===== src/rsdp_pkg.sv =====
package rsdp_pkg;

   // Largest row width that the one-bit unpacker supports.
   localparam int MaxWidth = 4096;

   // Field and register widths.
   localparam int SampleWidth   = 16;
   localparam int ChromaWidth   = 8;
   localparam int ColorWidth    = 8;
   localparam int ModeWidth     = 2;
   localparam int RowWidthBits  = 13;
   localparam int MinimumWidth  = 16;
   localparam int GainWidth     = 24;
   localparam int CsrIndexWidth = 2;
   localparam int CsrDataWidth  = 24;

   // Pixels unpacked from one packed byte, and the count that holds it.
   localparam int BitsPerByte = 8;
   localparam int PixelCountWidth = $clog2(BitsPerByte + 1);

   // The row width clamp, limited to what the row width register can hold.
   localparam logic [RowWidthBits-1:0] MaxWidthClamp =
      (MaxWidth > (2 ** RowWidthBits) - 1) ? {RowWidthBits{1'b1}} : RowWidthBits'(MaxWidth);

   // Reset values of the configuration registers.
   localparam logic [RowWidthBits-1:0] RowWidthReset  = 13'd640;
   localparam logic [MinimumWidth-1:0] MinimumReset   = 16'd0;
   localparam logic [GainWidth-1:0]    GainReset      = 24'd4081;

   // Q2.14 color conversion coefficients.
   localparam logic signed [15:0] CoefBu = 16'sd29049;
   localparam logic signed [15:0] CoefGu = 16'sd5636;
   localparam logic signed [15:0] CoefGv = 16'sd11698;
   localparam logic signed [15:0] CoefRv = 16'sd22987;

   typedef enum logic [ModeWidth-1:0] {
      ModeGrey   = 2'd0,
      ModeNv16   = 2'd1,
      ModeOneBit = 2'd2,
      ModeNorm   = 2'd3
   } pixel_mode_type;

   typedef enum logic [CsrIndexWidth-1:0] {
      CsrPixelMode    = 2'd0,
      CsrRowWidth     = 2'd1,
      CsrRangeMinimum = 2'd2,
      CsrRangeGain    = 2'd3
   } csr_index_type;

endpackage


===== src/rsdp_channels.sv =====
// Request channel: one raw sample with its chroma pair.
interface rsdp_req_if;
   logic                                 valid;
   logic                                 ready;
   logic [rsdp_pkg::SampleWidth-1:0]     sample;
   logic [rsdp_pkg::ChromaWidth-1:0]     chroma_u;
   logic [rsdp_pkg::ChromaWidth-1:0]     chroma_v;

   modport source (output valid, output sample, output chroma_u, output chroma_v,
                   input ready);
   modport sink (input valid, input sample, input chroma_u, input chroma_v,
                 output ready);
endinterface

// Response channel: one display pixel.
interface rsdp_rsp_if;
   logic                                 valid;
   logic                                 ready;
   logic [rsdp_pkg::ColorWidth-1:0]      blue;
   logic [rsdp_pkg::ColorWidth-1:0]      green;
   logic [rsdp_pkg::ColorWidth-1:0]      red;
   logic                                 last;

   modport source (output valid, output blue, output green, output red, output last,
                   input ready);
   modport sink (input valid, input blue, input green, input red, input last,
                 output ready);
endinterface


===== src/raw_sensor_pixel_to_display.sv =====
// Raw sensor pixel to display pixel converter.
//
// Each request on the req channel carries one raw sample (plus the U and V of
// its pair in NV16 mode). The block answers with display pixels on the rsp
// channel as blue, green and red bytes; last marks the final pixel of a request.
// The mode register selects grey passthrough, NV16 to BGR conversion, one-bit
// unpacking (up to eight pixels per byte, cut at the row end) or normalization
// of a 16-bit sample with a Q8.16 gain.
//
// The datapath is two registers deep: the request register and the output
// register, with the multipliers, rounding and saturation between them. The
// first pixel of a request passes through the request register and then the
// output register before it appears on rsp. One request is accepted per cycle
// while the pipeline does not stall; a one-bit request holds the output register
// until its last unpacked pixel is taken.
//
// When the receiver stalls, each stage holds its contents and req.ready falls
// once both stages are full. Reset empties the pipeline, loads the configuration
// registers with their defaults and clears the row column count. Configuration
// writes are expected only while no request is in flight.
module raw_sensor_pixel_to_display (
   input  logic                                  clock,
   input  logic                                  reset,
   rsdp_req_if.sink                              req,
   rsdp_rsp_if.source                            rsp,
   input  logic                                  csr_write_enable,
   input  logic [rsdp_pkg::CsrIndexWidth-1:0]    csr_index,
   input  logic [rsdp_pkg::CsrDataWidth-1:0]     csr_write_data
);

   // Configuration registers.
   rsdp_pkg::pixel_mode_type                  pixel_mode_ff;
   logic [rsdp_pkg::RowWidthBits-1:0]         row_width_ff;
   logic [rsdp_pkg::MinimumWidth-1:0]         range_minimum_ff;
   logic [rsdp_pkg::GainWidth-1:0]            range_gain_ff;

   // Pixels of the current row already claimed by accepted one-bit requests.
   logic [rsdp_pkg::RowWidthBits-1:0]         column_count_ff;
   logic [rsdp_pkg::RowWidthBits-1:0]         column_count_in;

   // Request register.
   logic                                      p1_valid_ff;
   rsdp_pkg::pixel_mode_type                  p1_mode_ff;
   logic [rsdp_pkg::SampleWidth-1:0]          p1_sample_ff;
   logic [rsdp_pkg::ChromaWidth-1:0]          p1_chroma_u_ff;
   logic [rsdp_pkg::ChromaWidth-1:0]          p1_chroma_v_ff;
   logic [rsdp_pkg::PixelCountWidth-1:0]      p1_count_ff;

   // Output register.
   logic                                      out_valid_ff;
   logic [rsdp_pkg::ColorWidth-1:0]           out_blue_ff;
   logic [rsdp_pkg::ColorWidth-1:0]           out_green_ff;
   logic [rsdp_pkg::ColorWidth-1:0]           out_red_ff;
   logic [rsdp_pkg::BitsPerByte-2:0]          out_bits_ff;
   logic [rsdp_pkg::PixelCountWidth-1:0]      out_left_ff;

   // Handshake between the stages.
   logic out_final;
   logic out_take;
   logic p1_ready;
   logic req_accept;

   // Row bookkeeping for the one-bit mode, worked out at acceptance.
   logic [rsdp_pkg::RowWidthBits-1:0]         width_eff;
   logic [rsdp_pkg::RowWidthBits-1:0]         col_start;
   logic [rsdp_pkg::RowWidthBits-1:0]         col_remain;
   logic [rsdp_pkg::RowWidthBits-1:0]         col_sum;
   logic [rsdp_pkg::PixelCountWidth-1:0]      pixel_count;

   // Products.
   logic signed [8:0]                         chroma_u_s;
   logic signed [8:0]                         chroma_v_s;
   logic [16:0]                               norm_diff;
   logic [39:0]                               norm_prod;
   logic signed [24:0]                        prod_bu;
   logic signed [24:0]                        prod_gu;
   logic signed [24:0]                        prod_gv;
   logic signed [24:0]                        prod_rv;

   // Rounding and saturation.
   logic signed [25:0]                        yuv_base;
   logic signed [25:0]                        t_blue;
   logic signed [25:0]                        t_green;
   logic signed [25:0]                        t_red;
   logic [40:0]                               t_norm;
   logic [rsdp_pkg::ColorWidth-1:0]           norm_pixel;
   logic [rsdp_pkg::ColorWidth-1:0]           unpack_first;
   logic [rsdp_pkg::ColorWidth-1:0]           blue_in;
   logic [rsdp_pkg::ColorWidth-1:0]           green_in;
   logic [rsdp_pkg::ColorWidth-1:0]           red_in;

   // Clamp a Q14 value to a byte: negative gives zero, overflow gives 255.
   function automatic logic [7:0] sat_q14(input logic signed [25:0] t);
      logic [7:0] result;
      if (t[25]) begin
         result = 8'd0;
      end else if (|t[24:22]) begin
         result = 8'hFF;
      end else begin
         result = t[21:14];
      end
      return result;
   endfunction

   // ------------------------------------------------------------------
   // Configuration port.
   // ------------------------------------------------------------------
   always_ff @(posedge clock) begin
      if (reset) begin
         pixel_mode_ff    <= rsdp_pkg::ModeGrey;
         row_width_ff     <= rsdp_pkg::RowWidthReset;
         range_minimum_ff <= rsdp_pkg::MinimumReset;
         range_gain_ff    <= rsdp_pkg::GainReset;
      end else if (csr_write_enable) begin
         unique case (rsdp_pkg::csr_index_type'(csr_index))
            rsdp_pkg::CsrPixelMode: begin
               pixel_mode_ff <= rsdp_pkg::pixel_mode_type'(csr_write_data[rsdp_pkg::ModeWidth-1:0]);
            end
            rsdp_pkg::CsrRowWidth: begin
               row_width_ff <= csr_write_data[rsdp_pkg::RowWidthBits-1:0];
            end
            rsdp_pkg::CsrRangeMinimum: begin
               range_minimum_ff <= csr_write_data[rsdp_pkg::MinimumWidth-1:0];
            end
            rsdp_pkg::CsrRangeGain: begin
               range_gain_ff <= csr_write_data[rsdp_pkg::GainWidth-1:0];
            end
            default: begin
            end
         endcase
      end
   end

   // ------------------------------------------------------------------
   // Stage handshake. A stage can load when it is empty or when the stage
   // after it takes its contents in the same cycle.
   // ------------------------------------------------------------------
   assign out_final  = (out_left_ff == rsdp_pkg::PixelCountWidth'(1));
   assign out_take   = !out_valid_ff || (rsp.ready && out_final);
   assign p1_ready   = !p1_valid_ff || out_take;
   assign req.ready  = p1_ready;
   assign req_accept = req.valid && p1_ready;

   // ------------------------------------------------------------------
   // Row bookkeeping. A zero width counts as one, a width beyond the
   // supported maximum is clamped, and a column count that already sits at
   // or past the width (after the width was lowered) starts a new row.
   // ------------------------------------------------------------------
   always_comb begin
      if (row_width_ff == '0) begin
         width_eff = rsdp_pkg::RowWidthBits'(1);
      end else if (row_width_ff > rsdp_pkg::MaxWidthClamp) begin
         width_eff = rsdp_pkg::MaxWidthClamp;
      end else begin
         width_eff = row_width_ff;
      end

      col_start  = (column_count_ff >= width_eff) ? '0 : column_count_ff;
      col_remain = width_eff - col_start;
      if (col_remain > rsdp_pkg::RowWidthBits'(rsdp_pkg::BitsPerByte)) begin
         pixel_count = rsdp_pkg::PixelCountWidth'(rsdp_pkg::BitsPerByte);
      end else begin
         pixel_count = col_remain[rsdp_pkg::PixelCountWidth-1:0];
      end
      col_sum = col_start + rsdp_pkg::RowWidthBits'(pixel_count);

      column_count_in = column_count_ff;
      if (req_accept && (pixel_mode_ff == rsdp_pkg::ModeOneBit)) begin
         column_count_in = (col_sum >= width_eff) ? '0 : col_sum;
      end
   end

   always_ff @(posedge clock) begin
      if (reset) begin
         column_count_ff <= '0;
      end else begin
         column_count_ff <= column_count_in;
      end
   end

   // ------------------------------------------------------------------
   // Request register.
   // ------------------------------------------------------------------
   always_ff @(posedge clock) begin
      if (reset) begin
         p1_valid_ff <= 1'b0;
      end else if (p1_ready) begin
         p1_valid_ff <= req.valid;
      end
   end

   always_ff @(posedge clock) begin
      if (req_accept) begin
         p1_mode_ff     <= pixel_mode_ff;
         p1_sample_ff   <= req.sample;
         p1_chroma_u_ff <= req.chroma_u;
         p1_chroma_v_ff <= req.chroma_v;
         // Non-packed modes always give exactly one pixel.
         p1_count_ff    <= (pixel_mode_ff == rsdp_pkg::ModeOneBit) ?
                           pixel_count : rsdp_pkg::PixelCountWidth'(1);
      end
   end

   // ------------------------------------------------------------------
   // Products: chroma products for NV16 and the gain product for
   // normalization.
   // ------------------------------------------------------------------
   assign chroma_u_s = $signed({1'b0, p1_chroma_u_ff}) - 9'sd128;
   assign chroma_v_s = $signed({1'b0, p1_chroma_v_ff}) - 9'sd128;
   assign norm_diff  = {1'b0, p1_sample_ff} - {1'b0, range_minimum_ff};
   assign norm_prod  = norm_diff[15:0] * range_gain_ff;
   assign prod_bu    = rsdp_pkg::CoefBu * chroma_u_s;
   assign prod_gu    = rsdp_pkg::CoefGu * chroma_u_s;
   assign prod_gv    = rsdp_pkg::CoefGv * chroma_v_s;
   assign prod_rv    = rsdp_pkg::CoefRv * chroma_v_s;

   // ------------------------------------------------------------------
   // Rounding, saturation and mode selection.
   // ------------------------------------------------------------------
   always_comb begin
      // Luma in Q14 with the rounding half already added.
      yuv_base = $signed({4'b0000, p1_sample_ff[7:0], 1'b1, 13'd0});
      t_blue   = yuv_base + 26'(prod_bu);
      t_green  = yuv_base - 26'(prod_gu) - 26'(prod_gv);
      t_red    = yuv_base + 26'(prod_rv);

      t_norm = {1'b0, norm_prod} + 41'd32768;
      if (norm_diff[16]) begin
         norm_pixel = 8'd0;
      end else if (|t_norm[40:24]) begin
         norm_pixel = 8'hFF;
      end else begin
         norm_pixel = t_norm[23:16];
      end

      unpack_first = p1_sample_ff[0] ? 8'hFF : 8'h00;

      case (p1_mode_ff)
         rsdp_pkg::ModeNv16: begin
            blue_in  = sat_q14(t_blue);
            green_in = sat_q14(t_green);
            red_in   = sat_q14(t_red);
         end
         rsdp_pkg::ModeOneBit: begin
            blue_in  = unpack_first;
            green_in = unpack_first;
            red_in   = unpack_first;
         end
         rsdp_pkg::ModeNorm: begin
            blue_in  = norm_pixel;
            green_in = norm_pixel;
            red_in   = norm_pixel;
         end
         default: begin
            blue_in  = p1_sample_ff[7:0];
            green_in = p1_sample_ff[7:0];
            red_in   = p1_sample_ff[7:0];
         end
      endcase
   end

   // ------------------------------------------------------------------
   // Output register. A packed byte stays here until its last pixel is taken;
   // on each taken pixel the remaining bits shift down, least significant first.
   // ------------------------------------------------------------------
   always_ff @(posedge clock) begin
      if (reset) begin
         out_valid_ff <= 1'b0;
      end else if (out_take) begin
         out_valid_ff <= p1_valid_ff;
      end
   end

   always_ff @(posedge clock) begin
      if (out_take) begin
         if (p1_valid_ff) begin
            out_blue_ff  <= blue_in;
            out_green_ff <= green_in;
            out_red_ff   <= red_in;
            out_bits_ff  <= p1_sample_ff[7:1];
            out_left_ff  <= p1_count_ff;
         end
      end else if (rsp.ready) begin
         out_blue_ff  <= out_bits_ff[0] ? 8'hFF : 8'h00;
         out_green_ff <= out_bits_ff[0] ? 8'hFF : 8'h00;
         out_red_ff   <= out_bits_ff[0] ? 8'hFF : 8'h00;
         out_bits_ff  <= out_bits_ff >> 1;
         out_left_ff  <= out_left_ff - rsdp_pkg::PixelCountWidth'(1);
      end
   end

   assign rsp.valid = out_valid_ff;
   assign rsp.blue  = out_blue_ff;
   assign rsp.green = out_green_ff;
   assign rsp.red   = out_red_ff;
   assign rsp.last  = out_final;

   // ------------------------------------------------------------------
   // Assertions.
   // ------------------------------------------------------------------
   // The column count never reaches the largest supported row width.
   assert property (@(posedge clock) disable iff (reset)
      column_count_ff < rsdp_pkg::MaxWidthClamp)
      else $error("column count beyond the maximum row width");

   // A pixel on offer always has between one and eight pixels left in its request.
   assert property (@(posedge clock) disable iff (reset)
      rsp.valid |-> (out_left_ff != '0) &&
                    (out_left_ff <= rsdp_pkg::PixelCountWidth'(rsdp_pkg::BitsPerByte)))
      else $error("output pixel count out of range");

   // Taking a pixel that is not the last one leaves the rest of the request on offer.
   assert property (@(posedge clock) disable iff (reset)
      rsp.valid && rsp.ready && !rsp.last |=>
         rsp.valid && (out_left_ff == $past(out_left_ff) - rsdp_pkg::PixelCountWidth'(1)))
      else $error("unpacked pixels lost");

   // Only one-bit requests move the column count.
   assert property (@(posedge clock) disable iff (reset)
      !(req_accept && (pixel_mode_ff == rsdp_pkg::ModeOneBit)) |=> $stable(column_count_ff))
      else $error("column count changed without a one-bit request");

   // The request side stalls only when both stages are occupied.
   assert property (@(posedge clock) disable iff (reset)
      !req.ready |-> p1_valid_ff && out_valid_ff)
      else $error("request stalled with an empty stage");

endmodule

===== src/flat_wrapper.sv =====
// flat-port wrapper written by rule: the top's interface ports become plain ports
module raw_sensor_pixel_to_display_flat 
  (clock, reset, csr_write_enable, csr_index, csr_write_data, req_valid, req_sample, req_chroma_u, req_chroma_v, req_ready, rsp_valid, rsp_blue, rsp_green, rsp_red, rsp_last, rsp_ready);
  rsdp_req_if req_i ();
  rsdp_rsp_if rsp_i ();
  input  logic clock;
  input  logic reset;
  input  logic csr_write_enable;
  input  logic [rsdp_pkg::CsrIndexWidth-1:0] csr_index;
  input  logic [rsdp_pkg::CsrDataWidth-1:0] csr_write_data;
  input wire logic [$bits(req_i.valid)-1:0] req_valid;
  input wire logic [$bits(req_i.sample)-1:0] req_sample;
  input wire logic [$bits(req_i.chroma_u)-1:0] req_chroma_u;
  input wire logic [$bits(req_i.chroma_v)-1:0] req_chroma_v;
  output wire logic [$bits(req_i.ready)-1:0] req_ready;
  output wire logic [$bits(rsp_i.valid)-1:0] rsp_valid;
  output wire logic [$bits(rsp_i.blue)-1:0] rsp_blue;
  output wire logic [$bits(rsp_i.green)-1:0] rsp_green;
  output wire logic [$bits(rsp_i.red)-1:0] rsp_red;
  output wire logic [$bits(rsp_i.last)-1:0] rsp_last;
  input wire logic [$bits(rsp_i.ready)-1:0] rsp_ready;
  assign req_i.valid = req_valid;
  assign req_i.sample = req_sample;
  assign req_i.chroma_u = req_chroma_u;
  assign req_i.chroma_v = req_chroma_v;
  assign req_ready = req_i.ready;
  assign rsp_valid = rsp_i.valid;
  assign rsp_blue = rsp_i.blue;
  assign rsp_green = rsp_i.green;
  assign rsp_red = rsp_i.red;
  assign rsp_last = rsp_i.last;
  assign rsp_i.ready = rsp_ready;
  raw_sensor_pixel_to_display u_core (.clock(clock), .reset(reset), .req(req_i), .rsp(rsp_i), .csr_write_enable(csr_write_enable), .csr_index(csr_index), .csr_write_data(csr_write_data));
endmodule

===== config.mk =====
export PLATFORM = sky130hd
export DESIGN_NAME = raw_sensor_pixel_to_display_flat
export DESIGN_NICKNAME = d
export VERILOG_FILES = /design/src/rsdp_pkg.sv /design/src/rsdp_channels.sv /design/src/raw_sensor_pixel_to_display.sv /design/src/flat_wrapper.sv
export SDC_FILE = /design/constraint.sdc
export NUM_CORES = 2
export LEC_CHECK = 0
export BUFFER_PORTS_ARGS = -buffer_cell sky130_fd_sc_hd__buf_2
export CELL_PAD_IN_SITES_DETAIL_PLACEMENT = 0
export CELL_PAD_IN_SITES_GLOBAL_PLACEMENT = 2
export CORE_AREA = 2 2 283 285
export CTS_CLUSTER_DIAMETER = 150
export DETAILED_ROUTE_END_ITERATION = 10
export DIE_AREA = 0 0 285 287
export GPL_ROUTABILITY_DRIVEN = 0
export PLACE_DENSITY_LB_ADDON = 0.1
export SLEW_MARGIN = 15
export SYNTH_ARGS = -nofsm -noshare
export SYNTH_HDL_FRONTEND = slang
export SYNTH_SLANG_ARGS = --single-unit

===== constraint.sdc =====
create_clock -name clock -period 10.4 [get_ports clock]
set_input_delay 1.56 -clock clock [delete_from_list [all_inputs] [get_ports clock]]
set_output_delay 1.56 -clock clock [all_outputs]
set_load 0.005 [all_outputs]

---- Yosys cells after proc, flatten, opt, wreduce, memory -nomap -nowiden ----
Index checks and enable logic that the tools add are counted.
storage, ports and cells
  bits in registers ....................... 143
  logic and storage cells ................. 96
  bits in latches ......................... 0
  bits in writable memories ............... 0
  output and inout bits ................... 27
  memories kept ........................... 0
  input port bits ......................... 63
  bits in read-only memories .............. 0
operators by class
  mux-type cells .......................... 31
  magnitude comparators ................... 4
  add/sub/neg operators ................... 11
  equality and inequality tests ........... 9
  bitwise operators ....................... 0
  reduce and logical (&&, ||, !) cells .... 19
  div/mod/pow operators ................... 0
  shifts and indexed selects .............. 0
  $mul .................................... 5
operator list
  cell                                                                               count
  8-bit two-way mux                                                                  17
  8-bit case mux with 3 select lines                                                 3
  23-bit by 25-bit adder with 26-bit output                                          2
  13-bit two-way mux                                                                 4
  16-bit by 9-bit multiplier with 25-bit output (first input constant)               2
  40-bit by 16-bit adder with 41-bit output (second input constant)                  1
  16-bit by 24-bit multiplier with 40-bit output                                     1
  13-bit greater-or-equal comparator                                                 2
  24-bit by 24-bit subtractor with 25-bit output                                     1
  23-bit by 23-bit subtractor with 24-bit output                                     1
  14-bit by 9-bit multiplier with 23-bit output (first input constant)               1
  12-bit by 9-bit multiplier with 21-bit output (first input constant)               1
  7-bit two-way mux                                                                  3
  8-bit by 8-bit subtractor with 9-bit output (second input constant)                2
  17-bit OR reduction                                                                1
  16-bit by 16-bit subtractor with 17-bit output                                     1
  4-bit two-way mux                                                                  4
  13-bit by 4-bit adder with 13-bit output                                           1
  13-bit greater-than comparator (second input constant)                             1
  13-bit by 4-bit greater-than comparator with 1-bit output (second input constant)  1
  13-bit zero test                                                                   1
  13-bit subtractor                                                                  1
  2-bit == test (second input constant)                                              5
  2-bit AND reduction                                                                5
  10 further kinds                                                                   17

---- Longest topological paths before layout ----
  word-level depth ........................ 11
  mapped depth ............................ 48
  mapped depth without buffers ............ 46

---- Worst setup path after synthesis ----
OpenSTA, ideal clock, no wires.
  kind .................................... flip-flop to flip-flop
  from .................................... register u_core.p1_sample_ff[0] (netlist bit)
  to ...................................... register u_core.out_green_ff (netlist bit u_core.rsp.green[7]), data pin
  path slack .............................. 483 ps
  data arrival time ....................... 9663 ps
  library setup time ...................... 254 ps
  stages on the path, launching flop included .. 38
  buffers on the path ..................... 3
  clock period less this slack ............ 9917 ps
  data required time ...................... 10146 ps
  cells stage by stage .................... edfxtp_1 -> inv_1 -> ha_1 -> inv_1 -> fa_1 -> a21o_1 -> a21o_1 -> a21oi_1 -> inv_1 -> a31oi_1 -> o21ai_0 -> o41ai_1 -> o21bai_1 -> a21oi_1 -> xnor2_1 -> clkbuf_1 -> nand2_1 -> fa_1 -> [2 not listed] -> fa_1 -> fa_1 -> fa_1 -> inv_1 -> ha_1 -> clkbuf_1 -> nand2_1 -> o21ai_1 -> a2111oi_0 -> nor2_1 -> a311o_1 -> a21oi_2 -> xnor2_1 -> or4_1 -> or4_1 -> buf_2 -> o22a_1 -> o21a_1
on the way
  cells in the longest elaborated chain, start to end .. 9
  elaborated cells on any way between the ends .. 15
  classes of those cells .................. add/sub: 4; mul: 1; mux: 8; reduce/logical: 2
RTL lines
  item                                            line                                RTL
  start: declaration                              raw_sensor_pixel_to_display.sv:44   logic [rsdp_pkg::SampleWidth-1:0] p1_sample_ff;
  start signal: assignment                        raw_sensor_pixel_to_display.sv:195  p1_sample_ff <= req.sample;
  16-bit by 16-bit subtractor with 17-bit output  raw_sensor_pixel_to_display.sv:210  assign norm_diff = {1'b0, p1_sample_ff} - {1'b0, range_minimum_ff};
  16-bit by 24-bit multiplier with 40-bit output  raw_sensor_pixel_to_display.sv:211  assign norm_prod = norm_diff[15:0] * range_gain_ff;
  40-bit by 16-bit adder with 41-bit output       raw_sensor_pixel_to_display.sv:227  t_norm = {1'b0, norm_prod} + 41'd32768;
  17-bit OR reduction                             raw_sensor_pixel_to_display.sv:230  end else if (|t_norm[40:24]) begin
  8-bit two-way mux                               raw_sensor_pixel_to_display.sv:230
  8-bit two-way mux                               raw_sensor_pixel_to_display.sv:228  if (norm_diff[16]) begin
  8-bit case mux with 3 select lines (*)          raw_sensor_pixel_to_display.sv:238  case (p1_mode_ff)
  8-bit two-way mux (*)                           raw_sensor_pixel_to_display.sv:276  if (p1_valid_ff) begin
  8-bit two-way mux (*)                           raw_sensor_pixel_to_display.sv:275  if (out_take) begin
  end signal: assignment                          raw_sensor_pixel_to_display.sv:278  out_green_ff <= green_in;
  end signal: assignment                          raw_sensor_pixel_to_display.sv:285  out_green_ff <= out_bits_ff[0] ? 8'hFF : 8'h00;
  end: declaration                                raw_sensor_pixel_to_display.sv:52   logic [rsdp_pkg::ColorWidth-1:0] out_green_ff;
Every way passes the cells marked *; elsewhere a longest branch is shown, timed or not. The select of a mux whose other input is x is not followed.
A chain may end at the register's enable or synchronous reset.

---- Worst setup path after layout ----
  from .................................... register u_core.p1_sample_ff[1] (netlist bit)
  to ...................................... register u_core.out_green_ff (netlist bit u_core.rsp.green[4]), data pin
Same word-level chain as after synthesis.

==> implementation parameters <==
Parameter                              Value

Status
  Outcome    complete, no violations

Setup path
  Stage delay of the slowest cell on the critical path    0.61 ns
  Worst setup path class    register to register
  Critical Path RT    10.57 ns
  Data arrival time of the worst path    10.02 ns
  Crit path max fanout    12
  Crit path capture type    register
  Kind of start point of the critical path    register
  Cell at the slowest stage of the critical path    sky130_fd_sc_hd__or4_4
  CP dominant cell by count    sky130_fd_sc_hd__fa_1

Job
  Maxcap violations    0

Timing
  Post-route clock period utilization    0.9467
  Final Setup Violations    0
  Sum Neg Setup Slack    0 ns
  Hold slack final    0.4577 ns
  Max frequency    0.1016 GHz
  Slew at the pin closest to its max-slew limit    1.134 ns
  Number of slew-limit violations in the final report    0
  Final Hold Viols    0
  Max-slew headroom    0.2417
  Min Tclk post-route    9.846 ns
  Final Skew    0.02183 ns
  RSZ-0062 raised after global routing    no

Die
  Die Footprint    slightly above 0.08 sq mm
  Number of rows created at floorplan    103
  Initial Utilization    0.3685
  Count of boundary I/O pins    90
  Horizontal die dimension    285 um
  Die height    287 um
  Area of the core    between 0.07 and 0.08 sq mm

Drt
  Post-detailed-routing wire length    85460 um
  Mean routed wirelength per cell    19.32 um
  Drt first-iter violations    1322
  DRC violation count after routing    0
  Residual antenna-violating net count after detailed routing    0
  Drt first pass iters    5
  Ratio of routed vias to standard cells    5.024
  Overall via count from detail_route    22224

Global route
  Maximum number of pins on one net before global-route repair    66
  Number of global-route vias before repair    approximately 23000
  Number of antenna violations at the first check in global routing    9
  Global-route usage over all layers    0.2159
  Total congestion overflow    0
  Global-route wire length before repair    around 140000 um

Clock tree
  Clock buffers created by TritonCTS    17
  Clock tree from TritonCTS    yes
  CTS H-tree lvls    4
  Root buf cell    sky130_fd_sc_hd__clkbuf_16
  Clk sinks    143
  Maximum number of buffers from clock root to sink    2
  Clock insertion delay at the later pin of the skew report    0.46 ns
  Clk pin slew, worst setup/hold paths    approximately 0.070 ns

Cells and area
  Final instance area    0.03166 sq mm
  Core Util, Final    0.4028
  # fillers    ~8000
  Relative area change from synthesis to final layout    9.304%
  Share of final-layout standard cells stronger than drive strength 1    0.07058
  Post-layout net count    roughly 4300

Synth
  Post-Synthesis Net Count    approximately 4200
  Number of library cell types mapped by synthesis    69
  Synthesized instance count    about 3300
  Yosys warnings    0
  Synthesized flop and latch total    143
  Area of the mapped netlist    0.02897 sq mm
  Number of enable-type register cells in the synthesized netlist    73
  Post-Synthesis Mean Instance Area    8.799 sq um
  Sequential element share of the synthesized area    0.1240
  Synth async-reset ratio    0
  Most common flop cell mapped by yosys    sky130_fd_sc_hd__edfxtp_1

Placed design
  Final HPWL DP    69850 um
  Cell area after placement    0.03089 sq mm
  Port buffer count    89

Hold path
  Min-Delay Path Class    register to register
[final timing paths]
path	startpoint	to	slack, ns	cells past startpoint
worst min-delay path	u_core.range_minimum_ff[5]	u_core.range_minimum_ff[5]	0.46	2
worst max register to register	u_core.p1_sample_ff[1]	u_core.rsp.green[4]	0.55	33
worst min register to register	u_core.range_minimum_ff[5]	u_core.range_minimum_ff[5]	0.46	2
worst max-delay path	u_core.p1_sample_ff[1]	u_core.rsp.green[4]	0.55	33
[final cells by class]
| type | count | area (sq um) | area share |
|---|---|---|---|
| multi-input cells | 2334 | 22540 | 0.7119 |
| clock inverters | 15 | 190.2 | 0.006006 |
| inverters | 711 | 2669 | 0.08429 |
| flip-flops and latches | 143 | 3593 | 0.1135 |
| well taps | 1050 | 1314 | 0.04149 |
| clock buffers | 17 | 425.4 | 0.01344 |
| diodes | 2 | 5.005 | 0.0001581 |
| repair buffers | 152 | 925.9 | 0.02924 |
[metal layers]
layer	global-route usage	vias up	wire [um]	part of all wire
met3	0.02548	87	3906	0.046
li1	-	10618	-	-
met4	0.05052	0	1913	0.022
met2	0.3457	483	38430	0.45
met1	0.3117	11036	41210	0.48
met5	0	-	0	0
[synthesized netlist by cell type (10+ instances only)]
library cell               number  area (sq um)
sky130_fd_sc_hd__nor2b_1       41         256.5
sky130_fd_sc_hd__a21boi_0      10         75.07
sky130_fd_sc_hd__dfxtp_1       70          1401
sky130_fd_sc_hd__or2_2         10         62.56
sky130_fd_sc_hd__fa_1         427          8548
sky130_fd_sc_hd__o21ai_0       88         440.4
sky130_fd_sc_hd__o21a_1        39         292.8
sky130_fd_sc_hd__inv_1        711          2669
sky130_fd_sc_hd__nor2_1       113         424.2
sky130_fd_sc_hd__nand3b_1      16         120.1
sky130_fd_sc_hd__and2_1       164          1026
sky130_fd_sc_hd__o211ai_1      10         75.07
sky130_fd_sc_hd__a31oi_1       22         137.6
sky130_fd_sc_hd__a21o_1        33         247.7
sky130_fd_sc_hd__nand3_1       33         165.2
sky130_fd_sc_hd__edfxtp_1      73          2192
sky130_fd_sc_hd__xnor2_1       60         525.5
sky130_fd_sc_hd__nor3b_1       22         165.2
sky130_fd_sc_hd__xor2_1        28         245.2
sky130_fd_sc_hd__and3_1        13         81.33
sky130_fd_sc_hd__nor3_1        35         175.2
sky130_fd_sc_hd__clkbuf_1     100         375.4
sky130_fd_sc_hd__nand2_1      377          1415
sky130_fd_sc_hd__nand4_1       20         125.1
sky130_fd_sc_hd__or4_1         10         75.07
sky130_fd_sc_hd__nand2b_1      19         118.9
sky130_fd_sc_hd__ha_1         446          5580
sky130_fd_sc_hd__a21oi_1      157         785.8
[placed cells by master, fill, tap and decap left out, types with 13 or more instances in the layout]
master                      synthesis  layout
sky130_fd_sc_hd__a21o_1            33      33
sky130_fd_sc_hd__a21oi_1          157     155
sky130_fd_sc_hd__a31oi_1           22      19
sky130_fd_sc_hd__and2_1           164     163
sky130_fd_sc_hd__and3_1            13      13
sky130_fd_sc_hd__buf_2              3      89
sky130_fd_sc_hd__buf_4              0      61
sky130_fd_sc_hd__clkbuf_16          0      17
sky130_fd_sc_hd__dfxtp_1           70      70
sky130_fd_sc_hd__edfxtp_1          73      73
sky130_fd_sc_hd__fa_1             427     426
sky130_fd_sc_hd__ha_1             446     445
sky130_fd_sc_hd__inv_1            711     711
sky130_fd_sc_hd__nand2_1          377     377
sky130_fd_sc_hd__nand2b_1          19      19
sky130_fd_sc_hd__nand3_1           33      33
sky130_fd_sc_hd__nand3b_1          16      16
sky130_fd_sc_hd__nand4_1           20      20
sky130_fd_sc_hd__nor2_1           113     110
sky130_fd_sc_hd__nor2b_1           41      41
sky130_fd_sc_hd__nor3_1            35      34
sky130_fd_sc_hd__nor3b_1           22      22
sky130_fd_sc_hd__o21a_1            39      39
sky130_fd_sc_hd__o21ai_0           88      84
sky130_fd_sc_hd__xnor2_1           60      52
sky130_fd_sc_hd__xor2_1            28      26
[sequential cells by signal (all words and copies together) (netlist names), 2 cells and up]
signal                   flops
u_core.range_gain_ff        24
u_core.p1_sample_ff         16
u_core.range_minimum_ff     16
u_core.column_count_ff      13
u_core.row_width_ff         13
u_core.p1_chroma_u_ff        8
u_core.p1_chroma_v_ff        8
u_core.rsp.blue              8
u_core.rsp.green             8
u_core.rsp.red               8
u_core.out_bits_ff           7
u_core.out_left_ff           4
u_core.p1_count_ff           4
u_core.p1_mode_ff            2
u_core.pixel_mode_ff         2
[logic make-up after synthesis]
| logic type | count (synthesis) | synth area share |
|---|---|---|
| AND/OR/NAND/NOR | 904 | 0.1536 |
| XOR/XNOR | 88 | 0.02661 |
| AO/OA/AOI/OAI | 464 | 0.1005 |
| adder cells (fa/ha/maj) | 873 | 0.4877 |
| flip-flops | 143 | 0.1240 |
| buffers and inverters | 815 | 0.1057 |
| multiplexers | 5 | 0.001728 |
[metrics by stage]
| step | cells | setup slack (ns) |
|---|---|---|
| after floorplan | 3292 | 0.4829 |
| after global placement | 4385 | 0.06386 |
| after detailed placement | 4385 | -0.003274 |
| after CTS | 4417 | 0.08004 |
| after global routing | 4422 | 0.008054 |
| final | 4424 | 0.5541 |
[worst max-delay path, delay by kind of cell (launching register included)]
family,cells,cell delay (ns)
adder cells (fa/ha/maj),8,3.82
AO/OA/AOI/OAI,15,3.07
AND/OR/NAND/NOR,7,1.81
buffers and inverters,3,0.45
flip-flops,1,0.39
[what timing repair did]
item | 4_1_cts | 5_1_grt
gates cloned | 0 | 0
hold buffers | 0 | 0
endpoints found under the setup margin | 7 | 28
setup buffers | 0 | 5
resized for setup | 3 | 22
pin swaps | 0 | 7
Power is left out: the tool's default activity adds up to more than one toggle a clock period on the data nets, which glitch-free logic cannot reach.
